<file path="src/rtl/afm_pkg.sv">
package afm_pkg;

  // Field and arithmetic widths
  localparam int unsigned READ_W     = 56;
  localparam int unsigned CNT_W      = 32;
  localparam int unsigned NUM_W      = 36;
  localparam int unsigned CFG_ADDR_W = 4;
  localparam int unsigned CFG_DATA_W = 32;

  // Register indexes (paddr[3:2])
  localparam logic [1:0] REG_METER_ENABLE   = 2'd0;
  localparam logic [1:0] REG_GATE_TIME_SEL  = 2'd1;
  localparam logic [1:0] REG_REF_CLOCK_SEL  = 2'd2;
  localparam logic [1:0] REG_PERIOD_CNT_SEL = 2'd3;

  // Gate scale codes; any other code acts as divide by ten
  localparam logic [1:0] GATE_X10 = 2'd0;
  localparam logic [1:0] GATE_X1  = 2'd1;

  // Period averaging code for 100 periods; the spare code acts the same
  localparam logic [1:0] PER_X100 = 2'd2;

  // Numerator used when the meter is disabled
  localparam logic [NUM_W-1:0] NUM_FIXED = 36'd1000000;

  typedef enum logic [2:0] {
    ST_IDLE,
    ST_DIV_START,
    ST_DIV_RUN,
    ST_SCALE,
    ST_CMP,
    ST_PUSH
  } afm_state_e;

  // Reference clock times periods averaged: 1e5 * 10^(ref_sel + min(per_sel, 2))
  function automatic logic [NUM_W-1:0] period_num(input logic [1:0] ref_sel,
                                                  input logic [1:0] per_sel);
    logic [1:0] ps;
    logic [2:0] e;
    logic [NUM_W-1:0] v;
    ps = (per_sel > PER_X100) ? PER_X100 : per_sel;
    e  = {1'b0, ref_sel} + {1'b0, ps};
    unique case (e)
      3'd0:    v = 36'd100000;
      3'd1:    v = 36'd1000000;
      3'd2:    v = 36'd10000000;
      3'd3:    v = 36'd100000000;
      3'd4:    v = 36'd1000000000;
      3'd5:    v = 36'd10000000000;
      default: v = 36'd0;
    endcase
    return v;
  endfunction

endpackage

</file>
<file path="src/rtl/afm_div.sv">
module afm_div #(
  parameter int unsigned DW    = 52,
  parameter int unsigned DEN_W = 32
) (
  input  logic             clk_i,
  input  logic             rst_ni,
  input  logic             start_i,
  input  logic [DW-1:0]    dividend_i,
  input  logic [DEN_W-1:0] divisor_i,
  output logic             done_o,
  output logic [DW-1:0]    quot_o
);

  localparam int unsigned CW = $clog2(DW + 1);

  logic [DEN_W-1:0] rem_q;
  logic [DW-1:0]    quo_q;
  logic [CW-1:0]    cnt_q;
  logic             busy_q;
  logic             done_q;

  logic [DEN_W:0]   trial;
  logic             fits;
  logic [DEN_W:0]   diff;

  // One restoring step: bring down the next dividend bit, subtract if it fits
  always_comb begin
    trial = {rem_q, quo_q[DW-1]};
    fits  = (trial >= {1'b0, divisor_i});
    diff  = trial - {1'b0, divisor_i};
  end

  // Control: count the steps, pulse done after the last one
  always_ff @(posedge clk_i or negedge rst_ni) begin
    if (!rst_ni) begin
      busy_q <= 1'b0;
      done_q <= 1'b0;
      cnt_q  <= '0;
    end else begin
      done_q <= 1'b0;
      if (start_i) begin
        busy_q <= 1'b1;
        cnt_q  <= CW'(DW);
      end else if (busy_q) begin
        cnt_q <= cnt_q - CW'(1);
        if (cnt_q == CW'(1)) begin
          busy_q <= 1'b0;
          done_q <= 1'b1;
        end
      end
    end
  end

  // Datapath: dividend shifts out at the top while quotient bits enter below
  always_ff @(posedge clk_i) begin
    if (start_i) begin
      rem_q <= '0;
      quo_q <= dividend_i;
    end else if (busy_q) begin
      rem_q <= fits ? diff[DEN_W-1:0] : trial[DEN_W-1:0];
      quo_q <= {quo_q[DW-2:0], fits};
    end
  end

  assign done_o = done_q;
  assign quot_o = quo_q;

endmodule

</file>
<file path="src/rtl/afm_window.sv">
module afm_window (
  input  logic                        clk_i,
  input  logic                        en_i,
  input  logic [afm_pkg::READ_W-1:0]  reading_i,
  input  logic [afm_pkg::READ_W-1:0]  prev_i,
  output logic                        in_window_o
);

  localparam int unsigned PW = afm_pkg::READ_W + 4;

  logic [PW-1:0] r10_q;
  logic [PW-1:0] p9_q;
  logic [PW-1:0] p11_q;

  // Scale reading by 10 and previous by 9 and 11 with shift-adds
  always_ff @(posedge clk_i) begin
    if (en_i) begin
      r10_q <= {1'b0, reading_i, 3'b000} + {3'b000, reading_i, 1'b0};
      p9_q  <= {1'b0, prev_i, 3'b000} + {4'b0000, prev_i};
      p11_q <= {1'b0, prev_i, 3'b000} + {3'b000, prev_i, 1'b0} + {4'b0000, prev_i};
    end
  end

  // Reading lies within 0.9 to 1.1 of the previous one
  assign in_window_o = !((r10_q < p9_q) || (r10_q > p11_q));

endmodule

</file>
<file path="src/rtl/auto_range_frequency_meter.sv">
// When a reading is computed, an input transfer passes through the divider start, divider
// run, scale, compare and push states, with the shared divider giving one quotient bit per
// cycle; a zero period count skips the divider states, and an item with no reading goes to push.
// Throughput: one item at a time; the next input transfer is taken once the result
// is handed to the output register. Reset is asynchronous, active low, and clears
// mode, readings, configuration and output valid.
module auto_range_frequency_meter #(
  parameter int unsigned LOW_COUNT_LIMIT = 1000,
  parameter int unsigned FRAC_BITS       = 16
) (
  input  logic                              clk_i,
  input  logic                              rst_ni,
  // Input stream
  input  logic                              s_tvalid_i,
  output logic                              s_tready_o,
  input  logic [63:0]                       s_tdata_i,  // gate_count, period_count
  input  logic [1:0]                        s_tuser_i,  // gate_ready, period_ready
  // Result stream
  output logic                              m_tvalid_o,
  input  logic                              m_tready_i,
  output logic [55:0]                       m_tdata_o,  // frequency
  output logic [1:0]                        m_tuser_o,  // unstable, period_mode
  // Configuration port
  input  logic                              psel,
  input  logic                              penable,
  input  logic                              pwrite,
  input  logic [afm_pkg::CFG_ADDR_W-1:0]    paddr,
  input  logic [afm_pkg::CFG_DATA_W-1:0]    pwdata,
  output logic [afm_pkg::CFG_DATA_W-1:0]    prdata,
  output logic                              pready
);

  localparam int unsigned READ_W = afm_pkg::READ_W;
  localparam int unsigned NUM_W  = afm_pkg::NUM_W;
  localparam int unsigned CNT_W  = afm_pkg::CNT_W;
  localparam int unsigned DW     = NUM_W + FRAC_BITS;
  localparam int unsigned QX_W   = (DW > READ_W) ? DW : READ_W + 1;

  // Configuration registers
  logic       meter_enable_q;
  logic [1:0] gate_time_sel_q;
  logic [1:0] ref_clock_sel_q;
  logic [1:0] period_cnt_sel_q;
  logic       cfg_wr;

  // Sequencer and state
  afm_pkg::afm_state_e state_q, state_d;
  logic                mode_q;
  logic [READ_W-1:0]   prev_q;
  logic [READ_W-1:0]   held_q;
  logic                unst_q;
  logic [NUM_W-1:0]    num_q;
  logic [CNT_W-1:0]    den_q;
  logic [READ_W-1:0]   r_q;

  // Output register
  logic                m_tvalid_q;
  logic [READ_W-1:0]   m_tdata_q;
  logic [1:0]          m_tuser_q;

  // Input fields
  logic                gate_ready;
  logic                period_ready;
  logic [CNT_W-1:0]    gate_count;
  logic [CNT_W-1:0]    period_count;

  // Item decode
  logic                accept;
  logic                gate_take;
  logic                gate_low;
  logic                mode_after_gate;
  logic                per_take;
  logic                gate_reading;
  logic                per_divide;
  logic                per_zero;
  logic [1:0]          gate_sel;
  logic [NUM_W-1:0]    gate_num;
  logic [CNT_W-1:0]    gate_den;

  // Sequencer outputs
  logic                div_start;
  logic                win_en;
  logic                out_free;

  // Shared units
  logic [DW-1:0]       dividend;
  logic                div_done;
  logic [DW-1:0]       div_quot;
  logic [QX_W-1:0]     quot_ext;
  logic [READ_W-1:0]   quot_sat;
  logic                in_window;

  assign gate_ready   = s_tuser_i[0];
  assign period_ready = s_tuser_i[1];
  assign gate_count   = s_tdata_i[31:0];
  assign period_count = s_tdata_i[63:32];

  // Configuration write and read
  assign pready = 1'b1;
  assign cfg_wr = psel && penable && pwrite && pready;

  always_ff @(posedge clk_i or negedge rst_ni) begin
    if (!rst_ni) begin
      meter_enable_q   <= 1'b0;
      gate_time_sel_q  <= 2'd0;
      ref_clock_sel_q  <= 2'd0;
      period_cnt_sel_q <= 2'd0;
    end else if (cfg_wr) begin
      unique case (paddr[3:2])
        afm_pkg::REG_METER_ENABLE:   meter_enable_q   <= pwdata[0];
        afm_pkg::REG_GATE_TIME_SEL:  gate_time_sel_q  <= pwdata[1:0];
        afm_pkg::REG_REF_CLOCK_SEL:  ref_clock_sel_q  <= pwdata[1:0];
        afm_pkg::REG_PERIOD_CNT_SEL: period_cnt_sel_q <= pwdata[1:0];
        default: ;
      endcase
    end
  end

  always_comb begin
    unique case (paddr[3:2])
      afm_pkg::REG_METER_ENABLE:   prdata = {31'd0, meter_enable_q};
      afm_pkg::REG_GATE_TIME_SEL:  prdata = {30'd0, gate_time_sel_q};
      afm_pkg::REG_REF_CLOCK_SEL:  prdata = {30'd0, ref_clock_sel_q};
      afm_pkg::REG_PERIOD_CNT_SEL: prdata = {30'd0, period_cnt_sel_q};
      default:                     prdata = '0;
    endcase
  end

  // Decode what the item does: gate path first, then period path
  always_comb begin
    accept          = s_tvalid_i && s_tready_o;
    gate_take       = gate_ready && !mode_q;
    gate_low        = gate_count < CNT_W'(LOW_COUNT_LIMIT);
    mode_after_gate = mode_q || (gate_take && gate_low);
    per_take        = period_ready && mode_after_gate;
    gate_reading    = gate_take && !gate_low;
    per_divide      = per_take && (period_count != '0);
    per_zero        = per_take && (period_count == '0);
    gate_sel        = meter_enable_q ? gate_time_sel_q : afm_pkg::GATE_X10;
    priority case (gate_sel)
      afm_pkg::GATE_X10: begin
        gate_num = {1'b0, gate_count, 3'b000} + {3'b000, gate_count, 1'b0};
        gate_den = CNT_W'(1);
      end
      afm_pkg::GATE_X1: begin
        gate_num = NUM_W'(gate_count);
        gate_den = CNT_W'(1);
      end
      default: begin
        gate_num = NUM_W'(gate_count);
        gate_den = CNT_W'(10);
      end
    endcase
  end

  // Next state
  always_comb begin
    state_d = state_q;
    unique case (state_q)
      afm_pkg::ST_IDLE: begin
        if (accept) begin
          if (gate_reading || per_divide) begin
            state_d = afm_pkg::ST_DIV_START;
          end else if (per_zero) begin
            state_d = afm_pkg::ST_SCALE;
          end else begin
            state_d = afm_pkg::ST_PUSH;
          end
        end
      end
      afm_pkg::ST_DIV_START: state_d = afm_pkg::ST_DIV_RUN;
      afm_pkg::ST_DIV_RUN: begin
        if (div_done) begin
          state_d = afm_pkg::ST_SCALE;
        end
      end
      afm_pkg::ST_SCALE: state_d = afm_pkg::ST_CMP;
      afm_pkg::ST_CMP:   state_d = afm_pkg::ST_PUSH;
      afm_pkg::ST_PUSH: begin
        if (out_free) begin
          state_d = afm_pkg::ST_IDLE;
        end
      end
      default: state_d = afm_pkg::ST_IDLE;
    endcase
  end

  // Sequencer outputs
  always_comb begin
    s_tready_o = (state_q == afm_pkg::ST_IDLE);
    div_start  = (state_q == afm_pkg::ST_DIV_START);
    win_en     = (state_q == afm_pkg::ST_SCALE);
    out_free   = !m_tvalid_q || m_tready_i;
  end

  // Control state: sequencer, mode, readings
  always_ff @(posedge clk_i or negedge rst_ni) begin
    if (!rst_ni) begin
      state_q <= afm_pkg::ST_IDLE;
      mode_q  <= 1'b0;
      prev_q  <= '0;
      held_q  <= '0;
      unst_q  <= 1'b0;
    end else begin
      state_q <= state_d;
      if (accept) begin
        mode_q <= per_take ? 1'b0 : mode_after_gate;
      end
      if (state_q == afm_pkg::ST_CMP) begin
        prev_q <= r_q;
        unst_q <= !in_window;
        if (in_window) begin
          held_q <= r_q;
        end
      end
    end
  end

  // Operands and reading
  always_ff @(posedge clk_i) begin
    if (accept) begin
      if (gate_reading) begin
        num_q <= gate_num;
        den_q <= gate_den;
      end else begin
        num_q <= meter_enable_q ? afm_pkg::period_num(ref_clock_sel_q, period_cnt_sel_q)
                                : afm_pkg::NUM_FIXED;
        den_q <= period_count;
      end
      r_q <= '0;
    end else if ((state_q == afm_pkg::ST_DIV_RUN) && div_done) begin
      r_q <= quot_sat;
    end
  end

  // Rounded dividend: num * 2^FRAC_BITS + den / 2
  assign dividend = {num_q, {FRAC_BITS{1'b0}}} + DW'(den_q[CNT_W-1:1]);

  afm_div #(
    .DW    (DW),
    .DEN_W (CNT_W)
  ) u_div (
    .clk_i      (clk_i),
    .rst_ni     (rst_ni),
    .start_i    (div_start),
    .dividend_i (dividend),
    .divisor_i  (den_q),
    .done_o     (div_done),
    .quot_o     (div_quot)
  );

  // Saturate quotient to the reading width
  always_comb begin
    quot_ext = QX_W'(div_quot);
    quot_sat = (|quot_ext[QX_W-1:READ_W]) ? {READ_W{1'b1}} : quot_ext[READ_W-1:0];
  end

  afm_window u_window (
    .clk_i       (clk_i),
    .en_i        (win_en),
    .reading_i   (r_q),
    .prev_i      (prev_q),
    .in_window_o (in_window)
  );

  // Output register: load when the slot frees, drop valid after transfer
  always_ff @(posedge clk_i or negedge rst_ni) begin
    if (!rst_ni) begin
      m_tvalid_q <= 1'b0;
    end else if ((state_q == afm_pkg::ST_PUSH) && out_free) begin
      m_tvalid_q <= 1'b1;
    end else if (m_tready_i) begin
      m_tvalid_q <= 1'b0;
    end
  end

  always_ff @(posedge clk_i) begin
    if ((state_q == afm_pkg::ST_PUSH) && out_free) begin
      m_tdata_q <= held_q;
      m_tuser_q <= {mode_q, unst_q};
    end
  end

  assign m_tvalid_o = m_tvalid_q;
  assign m_tdata_o  = m_tdata_q;
  assign m_tuser_o  = m_tuser_q;

endmodule

</file>
<file path="config.mk">
export PLATFORM = sky130hd
export DESIGN_NAME = auto_range_frequency_meter
export DESIGN_NICKNAME = d
export VERILOG_FILES = /design/src/rtl/afm_pkg.sv /design/src/rtl/afm_div.sv /design/src/rtl/afm_window.sv /design/src/rtl/auto_range_frequency_meter.sv
export SDC_FILE = /design/constraint.sdc
export NUM_CORES = 2
export LEC_CHECK = 0
export ABC_AREA = 1
export BUFFER_PORTS_ARGS = -buffer_cell sky130_fd_sc_hd__buf_2
export CAP_MARGIN = 25
export CORE_MARGIN = 2
export CORE_UTILIZATION = 53
export DETAILED_ROUTE_END_ITERATION = 8
export GPL_TIMING_DRIVEN = 0
export PLACE_DENSITY_LB_ADDON = 0.12
export SLEW_MARGIN = 20
export SYNTH_ARGS = -nofsm -noshare
export SYNTH_HDL_FRONTEND = slang
export SYNTH_HIERARCHICAL = 1
export SYNTH_SLANG_ARGS = --single-unit
</file>
<file path="constraint.sdc">
create_clock -name clk_i -period 11.6 [get_ports clk_i]
set_input_delay 1.16 -clock clk_i [delete_from_list [all_inputs] [get_ports clk_i]]
set_output_delay 1.16 -clock clk_i [all_outputs]
set_load 0.005 [all_outputs]
</file>
# Word level (Yosys, flattened, before mapping)
# Cells that the tools add are included.
# op_classes
add_sub_neg	9
order_cmp	5
n_eq_ne	18
mux	29
bitwise	1
n_reduce_logical	33
# ops
cell	n
case mux 34 bit (6 select lines)	1
case mux 32 bit (4 select lines)	1
adder 55 x 53 -> 56 bit	2
two-way mux 36 bit	3
two-way mux 52 bit	2
two-way mux 32 bit	2
adder 60 x 52 -> 60 bit	1
> comparator 60 bit	1
less-than comparator 60 bit	1
adder 55 x 52 -> 56 bit	1
adder 52 x 31 -> 52 bit	1
adder 35 x 33 -> 36 bit	1
greater-or-equal comparator 33 x 32 -> 1 bit	1
logical NOT 32 bit	1
less-than comparator 32 x 10 -> 1 bit, second input constant	1
nonzero test 32 bit	1
subtractor 32 bit	1
case mux 3 bit (6 select lines)	1
two-way mux 3 bit	5
== test 3 x 2 -> 1 bit, second input constant	4
== test 3 bit, second input constant	4
two-way mux 6 bit	2
logical AND 1 bit	11
AND reduction 2 bit	5
20 further kinds	41
# word_totals
regBits	563
input_bits	109
elab_cells	118

# Depth between registers and ports, before layout
# depth
word_depth	10
mapped_depth	19

# Cells and area by module
# Netlist, hierarchy kept.
# modules_own_cells
module	n_inst	cells_each	area_per_inst_um2	seq_area_each_um2
afm_window	1	3531	23196.0	5345.1
auto_range_frequency_meter	1	1891	15314.7	7632.3
afm_div	1	1045	6856.6	2402.3

# Least setup slack after synthesis
# No wires, ideal clock.
# synth_path
kind	register -> register
startpoint	register state_q[1]
endpoint	register state_q[2]
arrival_time_ns	8.564
required_time_ns	11.499
path_slack_ns	2.935
stages_incl_launch_ff	5
n_path_buf	0
cell_sequence	dfrtp_1 -> nand2_1 -> nor2_1 -> nor3_1 -> a21oi_1
# synth_rtl
element	line	source
start, declared	auto_range_frequency_meter.sv:47	afm_pkg::afm_state_e state_q, state_d;
start signal, assigned	auto_range_frequency_meter.sv:199	state_q <= afm_pkg::ST_IDLE;
start signal, assigned	auto_range_frequency_meter.sv:205	state_q <= state_d;
== test 3 x 2 -> 1 bit	n/a	
named net win_en	auto_range_frequency_meter.sv:82	logic win_en;
case mux 3 bit (6 select lines)	auto_range_frequency_meter.sv:159	unique case (state_q)
# The timed path passes the listed nets, and every way through them passes these cells.
# A chain may end at the register's enable or synchronous reset.

# Final worst setup path
# layout_path
startpoint	register u_window.r10_q[59]
endpoint	register held_q[0]
# layout_via
elab_chain_cells	4
# layout_rtl
element	line	source
start, declared	afm_window.sv:11	logic [PW-1:0] r10_q;
start signal, assigned	afm_window.sv:18	r10_q <= {1'b0, reading_i, 3'b000} + {3'b000, reading_i, 1'b0};
less-than comparator 60 bit / > comparator 60 bit (equally long branches)	afm_window.sv:25	assign in_window_o = !((r10_q < p9_q) || (r10_q > p11_q));
logical OR 1 bit *	afm_window.sv:25	
NOT 1 bit (no line) *	n/a	
AND reduction 2 bit (no line) *	n/a	
end signal, assigned	auto_range_frequency_meter.sv:213	held_q <= r_q;
end, declared	auto_range_frequency_meter.sv:50	logic [READ_W-1:0] held_q;
# Every way passes the cells marked *; elsewhere a longest branch is shown, timed or not.

==> impl_metrics.yaml <==
floorplan:
  coreArea_um2: 85000
  placementRows: 107
  die_x_um: 297
  die_h_um: 297
  dieArea_um2: 88000
  start_util: 0.534
  io_pins: 202
placed_design:
  portBuffers: 134
  gp_congestion: 1.00
  placed_cell_area_um2: 48100
  hpwl_mm: 129
grt:
  antenna_found_initial: 3
  gr-usage-all-layers: 0.355
  grt_pass1_wl_mm: 232
  grt_max_degree: 66
  grt_overflow_total: 0
  grt_pass1_vias: 41500
sta:
  worst_slew_pin_slew_ns: 1.05
  fin_crit_ns: 4.21
  fmax_ghz: 0.237
  hold_violations: 0
  fin_skew_ns: 0.0282
  setup_viol: 0
  relSlewSlack: 0.297
  finalSetupTns_ns: 0
  period_share: 0.363
  slew_violations: 0
  timing.hold.ws_ns: 0.436
  rsz0062_at_grt: "false"
worst_setup_path:
  arrival_ns: 4.67
  cp-start-kind: "flop"
  r2r_cells: 13
  cp-end-kind: "flop"
  r2r_end: "held_q[0]$_DFFE_PN0P_"
  rrSetupSlack_ns: 7.39
  worstSetupPathType: "flop to flop"
  worst-path-max-fanout: 10
  timing.critical_path.from: "u_window/r10_q[59]$_DFFE_PP_"
  worstReg2RegStart: "u_window/r10_q[59]$_DFFE_PP_"
  required_ns: 12.05
routing:
  wl_per_cell_um: 19.6
  vias: 42300
  finalWirelength_mm: 156
  ant_nets: 0
  drtPass1Iterations: 7
  drt_iter0_markers: 3222
  vias_per_cell: 5.32
  drc_errors: 0
logic_synthesis:
  ys_warn_count: 6
  synthMuxAreaShare: 0
  synth_top_family_by_area: "simple AND/OR/NAND/NOR gates"
  synth_seq_area_share: 0.339
  synth_xor_area_frac: 0.0282
  yosysUniqueCellTypes: 61
  synth_seq_cells: 561
  synth_area_um2: 45400
  synth_edf_count: 352
  postSynth.asyncResetShare: 0.223
  syn_inst: 6467
  synth_compound_area_frac: 0.0869
  ys.flop_type: "edfxtp_1"
  avgSynthCellArea_um2: 7.02
  synthAdderAreaFrac: 0.127
  synth_simple_gate_area_share: 0.310
final_layout:
  final_cell_mix: "nand2_1, inv_1, nor2_1"
  final_common_cell: "nand2_1"
  fin_area_um2: 50400
  area_growth_syn_to_layout_pct: 11.1
  utilization: 0.593
  drive_gt1_frac: 0.0697
  multiInputGateArea_um2: 25300
  ff_latch_area_um2: 15400
  fillers: 8244
  fin_nets: 7293
clocking:
  clk_pin_slew_worst_paths_ns: 0.06
  cts_tree: "done"
  cts_root_buf: "clkbuf_16"
  clockBufferDepth: 3
  cts_made_buffers: 68
  clock_latency_ns: 0.64
  holdBufCountCts: 0
  htree_levels: 3
  cts-resized-gates: 0
  clkSinkCount: 561
  postCtsSetupRepairBufs: 0
pwr:
  ir_drop_uv: 83.8
  powerDensity_nw_per_um2: 92.6
  p_leak_nw: 26.6
hold_path:
  min_to: "m_tdata_o[43]$_DFFE_PP_"
  min_from: "held_q[43]$_DFFE_PN0P_"
  hold_depth: 0
  hold_class: "flop to flop"
outcome:
  outcome: "completed"
flow_run:
  maxCapViolCount: 0
logic make-up (layout without fill, tap and decap cells):
family	Yosys count	count (layout)
AND/OR/NAND/NOR	3341	3341
adder cells (fa/ha/maj)	424	424
buffers and inverters	1248	1519
other	2	79
XOR/XNOR	146	146
flip-flops	561	561
AO/OA/AOI/OAI	745	745
sequential cells by signal (all words and copies together), names as in the netlist, 2 cells and up:
| register | count |
|---|---|
| u_window/p9_q | 60 |
| state_q | 3 |
| period_cnt_sel_q | 2 |
| u_div/rem_q | 32 |
| gate_time_sel_q | 2 |
| u_window/p11_q | 59 |
| r_q | 52 |
| num_q | 36 |
| u_div/quot_o | 52 |
| ref_clock_sel_q | 2 |
| u_div/cnt_q | 6 |
| u_window/r10_q | 59 |
| m_tdata_o | 52 |
| den_q | 32 |
| m_tuser_o | 2 |
| held_q | 52 |
| prev_q | 52 |
worst max-delay path, cell delays in order (launching register included):
cell,delay [ns]
edfxtp_1,0.50
ha_1,0.34
nand2_1,0.09
nor2_1,0.14
nor3b_1,0.86
inv_1,0.11
nor2_1,0.28
a21oi_1,0.12
a21oi_1,0.38
nand2_1,0.36
buf_2,0.34
buf_2,0.30
nand2_1,0.11
o21ai_0,0.08
final cells by class:
| class | instances | share of cell area |
|---|---|---|
| Sequential cell | 561 | 0.305 |
| Timing Repair Buffer | 147 | 0.0192 |
| Antenna cell | 1 | 0.0000497 |
| Buffer | 110 | 0.0133 |
| Tap cell | 1144 | 0.0284 |
| Clock buffer | 95 | 0.0387 |
| Clock inverter | 29 | 0.00728 |
| Multi-Input combinational cell | 4734 | 0.503 |
| Inverter | 1138 | 0.0849 |
routing by layer:
| layer | vias up | global-route usage | share of wire |
|---|---|---|---|
| li1 | 21100 | - | - |
| met1 | 19400 | 0.393 | 0.38 |
| met2 | 1352 | 0.630 | 0.49 |
| met3 | 480 | 0.0490 | 0.053 |
| met4 | 2 | 0.246 | 0.078 |
| met5 | - | 0 | 0.000058 |
worst max-delay path by stage:
stage / to / slack (ns) / cells past startpoint
global placement: state_q[2]$_DFFE_PN0P_ / -0.85 / 4
floorplan: state_q[2]$_DFFE_PN0P_ / 2.93 / 4
global route: held_q[49]$_DFFE_PN0P_ / 7.21 / 14
CTS: held_q[0]$_DFFE_PN0P_ / 7.36 / 13
finish: held_q[0]$_DFFE_PN0P_ / 7.39 / 13
detailed placement: held_q[0]$_DFFE_PN0P_ / 7.40 / 13
where the power goes:
part / switching [mW] / internal, mW / total, mW
combinational: 0.220 / 0.111 / 0.331
clock: 0.888 / 1.32 / 2.21
sequential: 0.00497 / 2.12 / 2.13
cells in the mapped netlist, types with 82 or more instances:
cell,count,area [um2]
nand2_1,2221,8340
inv_1,1114,4180
nor2_1,473,1780
ha_1,364,4550
a21oi_1,357,1790
edfxtp_1,352,10600
nand3_1,324,1620
o21ai_0,287,1440
dfrtp_1,125,3130
xor2_1,105,920
dfxtp_1,84,1680
nand4_1,82,513
metrics by stage:
stage / std cells / setup WS (ns) / total power [mW]
6_report: 7959 / 7.39 / 4.67
3_3_place_gp: 7821 / -0.854 / 2.48
4_1_cts: 7958 / 7.36 / 4.69
5_1_grt: 7959 / 7.21 / 4.81
2_1_floorplan: 6543 / 2.93 / 2.38
3_5_place_dp: 7834 / 7.40 / 2.49
No activity file was read; power rests on OpenSTA's default activity.
